===== config.mk =====
export PLATFORM = sky130hd
export DESIGN_NAME = kts_stats_unit
export DESIGN_NICKNAME = d
export VERILOG_FILES = /design/src/hw/rtl/kts_pkg.sv /design/src/hw/rtl/kts_stats_unit.sv
export SDC_FILE = /design/constraint.sdc
export NUM_CORES = 1
export LEC_CHECK = 0
export ABC_AREA = 1
export BUFFER_PORTS_ARGS = -buffer_cell sky130_fd_sc_hd__buf_2
export CORE_AREA = 2 2 200 202
export DETAILED_ROUTE_END_ITERATION = 12
export DIE_AREA = 0 0 202 204
export GPL_ROUTABILITY_DRIVEN = 1
export GPL_TIMING_DRIVEN = 0
export PLACE_DENSITY = 0.65
export SYNTH_ARGS = -nofsm -noshare
export SYNTH_HDL_FRONTEND = slang
export SYNTH_SLANG_ARGS = --single-unit
export TNS_END_PERCENT = 30

===== constraint.sdc =====
create_clock -name vclk -period 6.1
set_input_delay 0.915 -clock vclk [all_inputs]
set_output_delay 0.915 -clock vclk [all_outputs]
set_load 0.05 [all_outputs]

===== src/hw/rtl/kts_pkg.sv =====
// package for the keyed timing statistics table
// types, sizes and codes shared by the interfaces, the top level and the stats unit; no dependencies
package kts_pkg;

	localparam int CATEGORIES        = 64;
	localparam int SAMPLES_PER_FRAME = 4096;

	localparam int IDX_W  = $clog2(CATEGORIES);
	localparam int USED_W = $clog2(CATEGORIES + 1);
	localparam int SLOT_W = $clog2(SAMPLES_PER_FRAME + 1);

	localparam int HASH_W     = 32;
	localparam int DUR_W      = 64;
	localparam int CALL_W     = 32;
	localparam int CAT_FLD_W  = 7;
	localparam int SLOT_FLD_W = 13;

	localparam logic [DUR_W-1:0] DUR_ALL_ONES = {DUR_W{1'b1}};

	typedef enum logic {
		OP_RECORD = 1'b0,
		OP_FRAME  = 1'b1
	} op_t;

	typedef struct packed {
		logic [CALL_W-1:0] count;
		logic [DUR_W-1:0]  total;
		logic [DUR_W-1:0]  tmin;
		logic [DUR_W-1:0]  tmax;
	} stats_t;

	typedef enum logic [2:0] {
		ST_IDLE,
		ST_KEY_RD,
		ST_KEY_CMP,
		ST_MISS,
		ST_STAT_RD,
		ST_STAT_UPD,
		ST_DONE
	} state_t;

endpackage


===== src/hw/rtl/kts_stats_unit.sv =====
// statistics update unit: count, wide add and min/max compares for one entry
// depends on kts_pkg
module kts_stats_unit import kts_pkg::*; (
	input  logic             fresh,
	input  stats_t           old_stats,
	input  logic [DUR_W-1:0] dur,
	output stats_t           new_stats
);

	stats_t base;

	always_comb begin
		if (fresh) begin
			base.count = '0;
			base.total = '0;
			base.tmin  = DUR_ALL_ONES;
			base.tmax  = '0;
		end else begin
			base = old_stats;
		end
		new_stats.count = base.count + CALL_W'(1);
		new_stats.total = base.total + dur;
		new_stats.tmin  = (dur < base.tmin) ? dur : base.tmin;
		new_stats.tmax  = (dur > base.tmax) ? dur : base.tmax;
	end

endmodule


==> results.txt <==
cell internal pwr -> 521 µW
final slew viol count -> 0
WP data required -> 5180 ps
Syn Inst Count -> 2293
P&R area growth vs syn -> 27.9%
critical path buffer and inverter count -> 6
setup slack after placement -> -599 ps
initial antenna violation count -> 7
yosys warns -> 0
Final Non-Filler Cells -> 3335
final setup fails -> 0
cts hold-fix bufs -> 0
DRT iter0 DRCs -> 1336
RSZ-0062 raised after global routing -> false
cell row count -> 73
I/O Pins -> 513
total number of vias -> 16429
DRC viols -> 0
Routed Wire Length -> 62000 µm
final worst slack -> 314 ps
Tot GR Track Use -> 0.284
effective utilization at floorplan -> 0.300
Comb pwr share -> 1.000
Max stage delay on crit path -> 420 ps
Reg area -> 0 µm²
Setup crit end kind -> primary output
die area -> 0.0412 mm²
Setup CP Type -> input pin to primary output
postcts setup bufs -> 0
Static Leakage -> 0.00927 µW
CP Max Fanout -> 10
Die Y-Extent -> 204 µm
Mapped Avg Cell Area -> 5.12 µm²
pwr dens -> 140 mW/mm²
switching pwr -> 1590 µW
DP HPWL -> 54700 µm
post-route cell area -> 0.0150 mm²
crit-path leading delay family -> simple AND/OR/NAND/NOR gates
vias in the first global route -> 15101
grt total ovfl -> 0
Period Utilization, post-route -> 0.949
sequential power share -> 0
area post-placement -> 0.0150 mm²
CLK BUF -> 0
post-detailed-route wirelength per cell -> 18.6 µm
worst slew pin tran -> 711 ps
Port Buf Inserts -> 512
Final TNS setup -> 0 ps
Syn Std Cell Area -> 0.0117 mm²
largest net degree at the start of global routing -> 11
share of layout cells above drive strength 1 -> 0.209
peak supply drop -> 0.0700 mV
outcome -> finished, final reports clean
first-pass GRT wire length -> 90100 µm
Die X-Extent -> 202 µm
fill count -> 4707
clock power share -> 0
slowest CP cell -> clkbuf_1
CP Cell Sequence -> buf_6 -> clkinv_4 -> buf_2 -> buf_2 -> nand2_1 -> ha_1 -> nand4_1 -> nor3_2 -> nand2_1 -> nor2_1 -> nand4_1 -> nand2_4 -> clkbuf_1 -> nand2_1 -> nand2_1 -> buf_2
syn_nets -> 2774
max_slew headroom -> 0.521
vias per cell -> 4.93
Hold Crit Class -> input pin to primary output
Final Hold Fails -> 0
CP most frequent cell -> nand2_1
sw frac -> 0.753
Nets -> 3287
Core Box Area -> 0.0392 mm²
Seq/Total Area, Yosys -> 0
antenna viol nets, final -> 0
Max Freq -> 173 MHz
gpl congestion -> 0.985
Seq cells -> 0
placed cell count -> 3330
area occupied by multi-input gates -> 0.00999 mm²
Max Cap Violations -> 0
CP Data Arrival Time -> 4870 ps
Tmin final -> 5790 ps
type of origin of the critical path -> input pin
count of cell types in the netlist -> 37
Initial DRT Pass Iterations -> 6
[layer usage]
metal,routed length (µm),GRT usage,vias up,part of all wire
li1,-,-,8318,-
met5,12,0,-,0.00019
met3,5270,0.0509,75,0.085
met4,1540,0.0596,2,0.025
met2,27500,0.466,642,0.44
met1,27800,0.388,7392,0.45
[synth_stat cells]
master | n | area (µm²)
nand2_1 | 673 | 2530
inv_1 | 395 | 1480
nor2_1 | 327 | 1230
ha_1 | 191 | 2390
nand3_1 | 186 | 931
a21oi_1 | 147 | 736
o21ai_0 | 76 | 380
xor2_1 | 62 | 543
buf_2 | 31 | 155
nor3_1 | 28 | 140
nand4_1 | 25 | 156
clkbuf_1 | 19 | 71.3
a31oi_1 | 14 | 87.6
buf_1 | 14 | 52.6
o21a_1 | 13 | 97.6
a21o_1 | 11 | 82.6
nor4_1 | 11 | 68.8
o21bai_1 | 11 | 82.6
xnor2_1 | 9 | 78.8
o211ai_1 | 8 | 60.1
nand2_2 | 7 | 43.8
nand3b_1 | 7 | 52.6
a21boi_0 | 6 | 45.0
nand2_4 | 3 | 33.8
nor2_4 | 3 | 33.8
nor3_4 | 3 | 48.8
nor2_2 | 2 | 12.5
or2_2 | 2 | 12.5
and2_1 | 1 | 6.26
and3_1 | 1 | 6.26
buf_6 | 1 | 11.3
clkinv_4 | 1 | 8.76
fa_1 | 1 | 20.0
nand3_2 | 1 | 10.0
nor2_8 | 1 | 20.0
nor3b_4 | 1 | 18.8
nor4_2 | 1 | 12.5
[logic make-up (layout without fill, tap and decap cells)]
| logic type | count (synthesis) | in the layout | share of synthesized area |
|---|---|---|---|
| AOI/OAI and AO/OA | 286 | 286 | 0.134 |
| xor gates and xnor gates | 71 | 71 | 0.0529 |
| adders and majority gates | 192 | 192 | 0.205 |
| buffers and inverters | 461 | 972 | 0.152 |
| other | 0 | 6 | 0 |
| and+or+nand+nor | 1283 | 1283 | 0.456 |
[repair_timing]
item                       in CTS  in global routing
setup endpoints to repair     112                126
gates cloned                    0                  0
resized for setup               8                 22
[final timing paths]
kind                  startpoint              to  cells after the start
setup / recovery           fresh   new_stats[54]                     16
hold / removal    old_stats[196]  new_stats[196]                      3
[layout by cell type, fill, tap and decap left out, types with 7 or more instances in the layout]
cell type,n
a21o_1,11
a21oi_1,147
a31oi_1,14
buf_1,10
buf_2,546
clkbuf_1,9
clkbuf_2,8
ha_1,191
inv_1,395
nand2_1,672
nand2_2,7
nand3_1,186
nand3b_1,7
nand4_1,25
nor2_1,327
nor3_1,27
nor4_1,10
o211ai_1,8
o21a_1,13
o21ai_0,76
o21bai_1,11
xnor2_1,9
xor2_1,62
[area by class of cell]
cell class         count  area share
multi-input cells   1832       0.665
repair buffers       512       0.171
well taps            525      0.0437
diodes                 6    0.000999
inverters            396      0.0993
plain buffers         64      0.0205
[metrics by stage]
stage           util  hold WS (ps)  power [µW]
3_5_place_dp   0.382          2200        2080
4_1_cts        0.382          2200        2090
3_3_place_gp   0.382          2200        2080
2_1_floorplan      -          2110        1450
5_1_grt        0.383          2230        2260
6_report       0.383          2210        2110
[power groups by stage]
stage	Sequential, µW	Combinational (µW)	Clock (µW)
after CTS	0	2090	0
after global routing	0	2260	0.000132
after global placement	0	2080	0
after floorplan	0	1450	0
final	0	2110	0.000132
after detailed placement	0	2080	0
No activity file was read; power rests on OpenSTA's default activity.
